**src/iir_df1_pkg.sv**
```systemverilog
// ----------------------------------------------------------------------------
// iir_df1_pkg
// Shared types and constants of the direct-form-I IIR filter: register map,
// accumulator width and coefficient reset values.
// ----------------------------------------------------------------------------
`default_nettype none

package iir_df1_pkg;

	// Accumulator width; sums wrap modulo 2^ACC_W.
	localparam int ACC_W = 64;

	// Configuration channel.
	localparam int CFG_IDX_W  = 3;
	localparam int CFG_DATA_W = 64;
	localparam int HALF_W     = 32;

	// Tap count register.
	localparam int TAP_W = 3;
	localparam logic [TAP_W-1:0] TAP_RESET = 3'd1;

	// Feedforward b0 resets to 1.0 in Q4.28.
	localparam logic [HALF_W-1:0] B0_RESET = 32'h1000_0000;

	// Feedback coefficient a_l sits at index FB_BASE + l of the flat list.
	localparam int FB_BASE = 6;

	typedef enum logic [CFG_IDX_W-1:0] {
		REG_TAP_COUNT,
		REG_COEF_PAIR_0,
		REG_COEF_PAIR_1,
		REG_COEF_PAIR_2,
		REG_COEF_PAIR_3,
		REG_COEF_PAIR_4,
		REG_COEF_PAIR_5,
		REG_COEF_PAIR_6
	} cfg_reg_t;

	// Register that holds coefficient j of the flat list b0..b6, a1..a6.
	function automatic cfg_reg_t coef_reg(input int j);
		return cfg_reg_t'(int'(REG_COEF_PAIR_0) + j / 2);
	endfunction

	// Bit offset of coefficient j within its register word.
	function automatic int coef_offset(input int j);
		return (j % 2) * HALF_W;
	endfunction

endpackage

`default_nettype wire

```
**src/iir_df1_cfg.sv**
```systemverilog
// ----------------------------------------------------------------------------
// iir_df1_cfg
// Configuration register file: tap count and the feedforward and feedback
// coefficients, with the tap count clamped to the supported range.
// ----------------------------------------------------------------------------
`default_nettype none

module iir_df1_cfg #(
	parameter int MAX_TAPS  = 7,
	parameter int COEF_BITS = 32
) (
	input  logic                                   clk,
	input  logic                                   arst_n,
	input  logic                                   wr_en,
	input  iir_df1_pkg::cfg_reg_t                  wr_index,
	input  logic [iir_df1_pkg::CFG_DATA_W-1:0]     wr_data,
	output logic [iir_df1_pkg::TAP_W-1:0]          taps,
	output logic signed [COEF_BITS-1:0]            b_coef [MAX_TAPS],
	output logic signed [COEF_BITS-1:0]            a_coef [1:MAX_TAPS-1]
);
	import iir_df1_pkg::*;

	logic [TAP_W-1:0] tap_q;

	always_ff @(posedge clk or negedge arst_n) begin
		if (!arst_n) begin
			tap_q <= TAP_RESET;
			b_coef[0] <= B0_RESET[COEF_BITS-1:0];
			for (int l = 1; l < MAX_TAPS; l++) begin
				b_coef[l] <= '0;
			end
			for (int l = 1; l < MAX_TAPS; l++) begin
				a_coef[l] <= '0;
			end
		end else if (wr_en) begin
			if (wr_index == REG_TAP_COUNT) begin
				tap_q <= wr_data[TAP_W-1:0];
			end
			for (int l = 0; l < MAX_TAPS; l++) begin
				if (wr_index == coef_reg(l)) begin
					b_coef[l] <= wr_data[coef_offset(l) +: COEF_BITS];
				end
			end
			for (int l = 1; l < MAX_TAPS; l++) begin
				if (wr_index == coef_reg(FB_BASE + l)) begin
					a_coef[l] <= wr_data[coef_offset(FB_BASE + l) +: COEF_BITS];
				end
			end
		end
	end

	// A tap count of zero behaves as one; counts above the maximum saturate.
	always_comb begin
		priority if (tap_q == '0) begin
			taps = TAP_W'(1);
		end else if (int'(tap_q) > MAX_TAPS) begin
			taps = TAP_W'(MAX_TAPS);
		end else begin
			taps = tap_q;
		end
	end

endmodule

`default_nettype wire

```
**config.mk**
```make
export PLATFORM = sky130hd
export DESIGN_NAME = iir_df1_cfg
export DESIGN_NICKNAME = d
export VERILOG_FILES = /design/src/iir_df1_pkg.sv /design/src/iir_df1_cfg.sv
export SDC_FILE = /design/constraint.sdc
export NUM_CORES = 1
export LEC_CHECK = 0
export BUFFER_PORTS_ARGS = -buffer_cell sky130_fd_sc_hd__buf_2
export CORE_MARGIN = 2
export CORE_UTILIZATION = 47
export CTS_CLUSTER_SIZE = 25
export DETAILED_ROUTE_END_ITERATION = 7
export GPL_TIMING_DRIVEN = 0
export PLACE_DENSITY_LB_ADDON = 0.15
export SETUP_SLACK_MARGIN = 0.2
export SYNTH_ARGS = -nofsm -noshare
export SYNTH_HDL_FRONTEND = slang
export SYNTH_SLANG_ARGS = --single-unit
```
**constraint.sdc**
```tcl
create_clock -name clk -period 0.8 [get_ports clk]
set_input_delay 0.08 -clock clk [delete_from_list [all_inputs] [get_ports clk]]
set_output_delay 0.08 -clock clk [all_outputs]
set_load 0.03 [all_outputs]
```
# Word-level counts from Yosys, hierarchy flattened
# Cells that the tools add are included.
[word_totals] word_cells=32 register_bits=419 in_bits=70
[classes] eq_ne=7 n_reduce_logical=10 n_mux=1
[ops] op="2-bit AND reduction" count=8
[ops] op="3-bit == test (second input constant)" count=4
[ops] op="3-bit by 2-bit == test with 1-bit output (second input constant)" count=2
[ops] op="3-bit logical NOT" count=2
[ops] op="3-bit by 1-bit == test with 1-bit output (second input constant)" count=1
[ops] op="3-bit 2-to-1 mux" count=1

# Logic depth before layout (Yosys ltp)
[logic_depth] ltp_word=2 depth_mapped=4

# Least setup slack after synthesis
# Ideal clock, no wire load.
[synth_path] path_type="input to register" startpoint="in wr_index[0]" endpoint="reg a_coef[162] in the netlist's numbering" required_ns=0.675 path_slack_ns=-0.293 t_arrival_ns=0.968 path_buffers=2 path_stages=4 cell_sequence="and4bb_1 > buf_6 > buf_12 > mux2_4"
[synth_via] elab_chain_cells=2
[synth_rtl] element="start, declared" line="iir_df1_cfg.sv:15" source="input iir_df1_pkg::cfg_reg_t wr_index,"
[synth_rtl] element="3-bit == test" line="iir_df1_cfg.sv:45" source="if (wr_index == coef_reg(FB_BASE + l)) begin"
[synth_rtl] element="2-bit AND reduction (no line)"
[synth_rtl] element="end signal, assigned by index" line="iir_df1_cfg.sv:46" source="a_coef[l] <= wr_data[coef_offset(FB_BASE + l) +: COEF_BITS];"
[synth_rtl] element="end, declared" line="iir_df1_cfg.sv:19" source="output logic signed [COEF_BITS-1:0] a_coef [1:MAX_TAPS-1]"
# Every way passes these cells.
# A chain may end at the register's enable or synchronous reset.

# Worst setup path after layout
[layout_path] startpoint="reg tap_q[0]" endpoint="out taps[0] in the netlist's numbering"
[layout_via] elab_chain_cells=2
[layout_rtl] element="start, declared" line="iir_df1_cfg.sv:23" source="logic [TAP_W-1:0] tap_q;"
[layout_rtl] element="start signal, assigned" line="iir_df1_cfg.sv:37" source="tap_q <= wr_data[TAP_W-1:0];"
[layout_rtl] element="3-bit logical NOT" line="iir_df1_cfg.sv:54" source="priority if (tap_q == '0) begin"
[layout_rtl] element="3-bit 2-to-1 mux (*)" line="iir_df1_cfg.sv:54"
[layout_rtl] element="end, declared" line="iir_df1_cfg.sv:17" source="output logic [iir_df1_pkg::TAP_W-1:0] taps,"
# Every way passes the cells marked *; elsewhere a longest branch is shown, timed or not.

==> flow_summary.ini <==
[pwr]
vdd_ir_drop_max_mv = 2.50
p_comb_frac = 0.415
p_leak_nw = 14.4
p_seq_frac = 0.344
power_density_nw_per_um2 = 3010
p_sw_mw = 30.3
sw_frac_of_total = 0.344
p_int_mw = 57.7
power_mw = 88.0
clkPwrFrac = 0.241

[cells_and_area]
fin_area_um2 = 29300
fillers = 1484
layout_common_cells = buf_6 (586), dfrtp_1 (390), mux2_4 (325)
layout_commonest_cell = buf_6
final_core_util = 0.845
fin_nets = 1860
drive_above_1_share = 0.766
fin_cells = 2281
syn2layout_area_growth_pct = 76.9

[place]
port_buffers = 488
place_hpwl_mm = 29.3
placed_cells = 1840
gp_routability_congestion = 0.766
dp_worst_setup_slack_ns = -0.962
placed_area_um2 = 19900

[hold_path]
min_from = wr_data[57]
hold-path-cell-count = 2
min_path_type = in -> reg
holdPathEnd = b_coef[185]

[clock_network]
numCtsBuffers = 45
ctsHtreeMaxLevel = 2
clock_latency_ns = 0.54
root_buffer = clkbuf_16
path_clk_slew_ns = 0.06
cts_sinks = 419
clk_path_buf_depth = 3
cts_tree = yes

[worst_setup_path]
r2r_end = a_coef[49]
cp.arrival_ns = 1.33
worstPathRequired_ns = 0.72
ff2ff_path_depth = 3
critPathLaunchType = register
path_cells = o21bai_4, buf_6
slowest_stage = dfstp_2
worst-path-max-fanout = 2
r2r-start = a_coef[49]
r2r_slack_ns = -0.30
end_kind = output pin
critPathKind = reg -> out
slowest_delay_ns = 0.53

[global_route]
grt_remaining_overflow = 0
antenna_found_initial = 1
grt_pass1_vias = 12063
grt_pass1_wl_mm = 77.4
grt_start_max_net_pins = 106
gr-usage-all-layers = 0.283

[drt]
wirelength_mm = 63.8
wl_per_cell_um = 28.0
vias = 11930
drt_iter0_drc = 587
drc_errors = 0
drt.antenna.violating_nets = 0
via_per_inst = 5.23
first_pass_iters = 4

[synthesis]
syn_avg_cell_area_um2 = 18.5
yosysWarningCount = 0
ys_seq_area_frac = 0.634
syn_inst = 894
syn_nets = 964
synth.distinct_cells = 14
yosys_register_bits = 419
netlist_area_um2 = 16500

[sta]
min_period_ns = 1.41
min_period_over_period = 1.76
fmax_mhz = 711
totalNegativeSetupSlack_ns = -324.50
slew_headroom = 0.630
max_slew.worst_pin.slew_ns = 0.553
timing.hold.ws_ns = -0.125
timing.final.ws_setup_ns = -0.606
drv_slew = 0
setup_viol = 1177
skew_ns = 0
hold_viol_final = 289
rsz0062_at_grt = true

[floorplan]
die_h_um = 192
ios = 489
num_rows = 68
die_w_um = 192
core-area_um2 = 34600
die-area_um2 = 36700
start_util = 0.478

[outcome]
status = finished, violations left
violations = negative hold slack, negative setup slack

[flow_run]
drv_cap = 0
-- worst max path at each step --
stage,start,to,slack [ns]
3_5_place_dp,arst_n,tap_q[0],-0.96
3_3_place_gp,arst_n,a_coef[0],-9.41
5_1_grt,tap_q[0],taps[0],-0.65
4_1_cts,tap_q[0],taps[0],-0.63
2_1_floorplan,wr_index[0],a_coef[162],-0.29
6_report,tap_q[0],taps[0],-0.61
-- sequential cells by signal, summed over array words and instances, names as in the netlist --
name    flops
tap_q       3
a_coef    192
b_coef    224
-- worst max-delay path: cells and delay by family, from the launching register on --
family | cells | cell delay, ns
buf+inv | 1 | 0.15
compound gates | 1 | 0.11
flops | 1 | 0.53
-- final cells by class --
| class | count | area (um^2) | area share |
|---|---|---|---|
| buffer | 47 | 925 | 0.0316 |
| timing repair buffer | 849 | 9710 | 0.332 |
| tap | 455 | 569 | 0.0195 |
| sequential | 419 | 10500 | 0.359 |
| antenna | 3 | 7.51 | 0.000256 |
| multi-input combinational | 428 | 6060 | 0.207 |
| clock inverter | 13 | 146 | 0.00500 |
| clock buffer | 67 | 1330 | 0.0454 |
-- cell usage after synthesis --
| master | n | area (um^2) |
|---|---|---|
| dfstp_2 | 2 | 52.6 |
| clkbuf_1 | 2 | 7.51 |
| o21bai_1 | 1 | 7.51 |
| and4bb_1 | 3 | 37.5 |
| mux2_2 | 239 | 2690 |
| nor4b_2 | 1 | 15.0 |
| buf_6 | 3 | 33.8 |
| buf_2 | 6 | 30.0 |
| nand4b_1 | 3 | 26.3 |
| nand4_1 | 1 | 6.26 |
| buf_4 | 18 | 135 |
| dfrtp_1 | 417 | 10400 |
| buf_12 | 18 | 360 |
| mux2_4 | 180 | 2700 |
-- power groups by stage --
stage	clock, mW	sequential [mW]	combinational [mW]
6_report	21.2	30.3	36.5
4_1_cts	21.0	29.4	32.1
3_5_place_dp	0	28.6	23.1
2_1_floorplan	0	38.0	5.90
5_1_grt	22.3	30.7	37.7
3_3_place_gp	0	28.5	22.9
-- metal layers --
layer  track usage  routed length, um
met5             0                  0
met4         0.109               3530
met3        0.0742               4190
met2         0.481              31900
met1         0.346              24200
-- cell families after synthesis --
logic type / share of synthesized area
flip-flops: 0.634
AND/OR/NAND/NOR: 0.00514
multiplexers: 0.326
AO/OA/AOI/OAI: 0.000454
buffers and inverters: 0.0343
-- timing repair --
item,CTS,global route
hold buffers,22,1
gates resized for setup,984,258
pin swaps,5,3
endpoints found under the hold margin,758,409
gates cloned,28,20
setup endpoints to repair,1138,1199
setup buffers,175,112
Note: power is estimated with default switching activity, not from simulation.
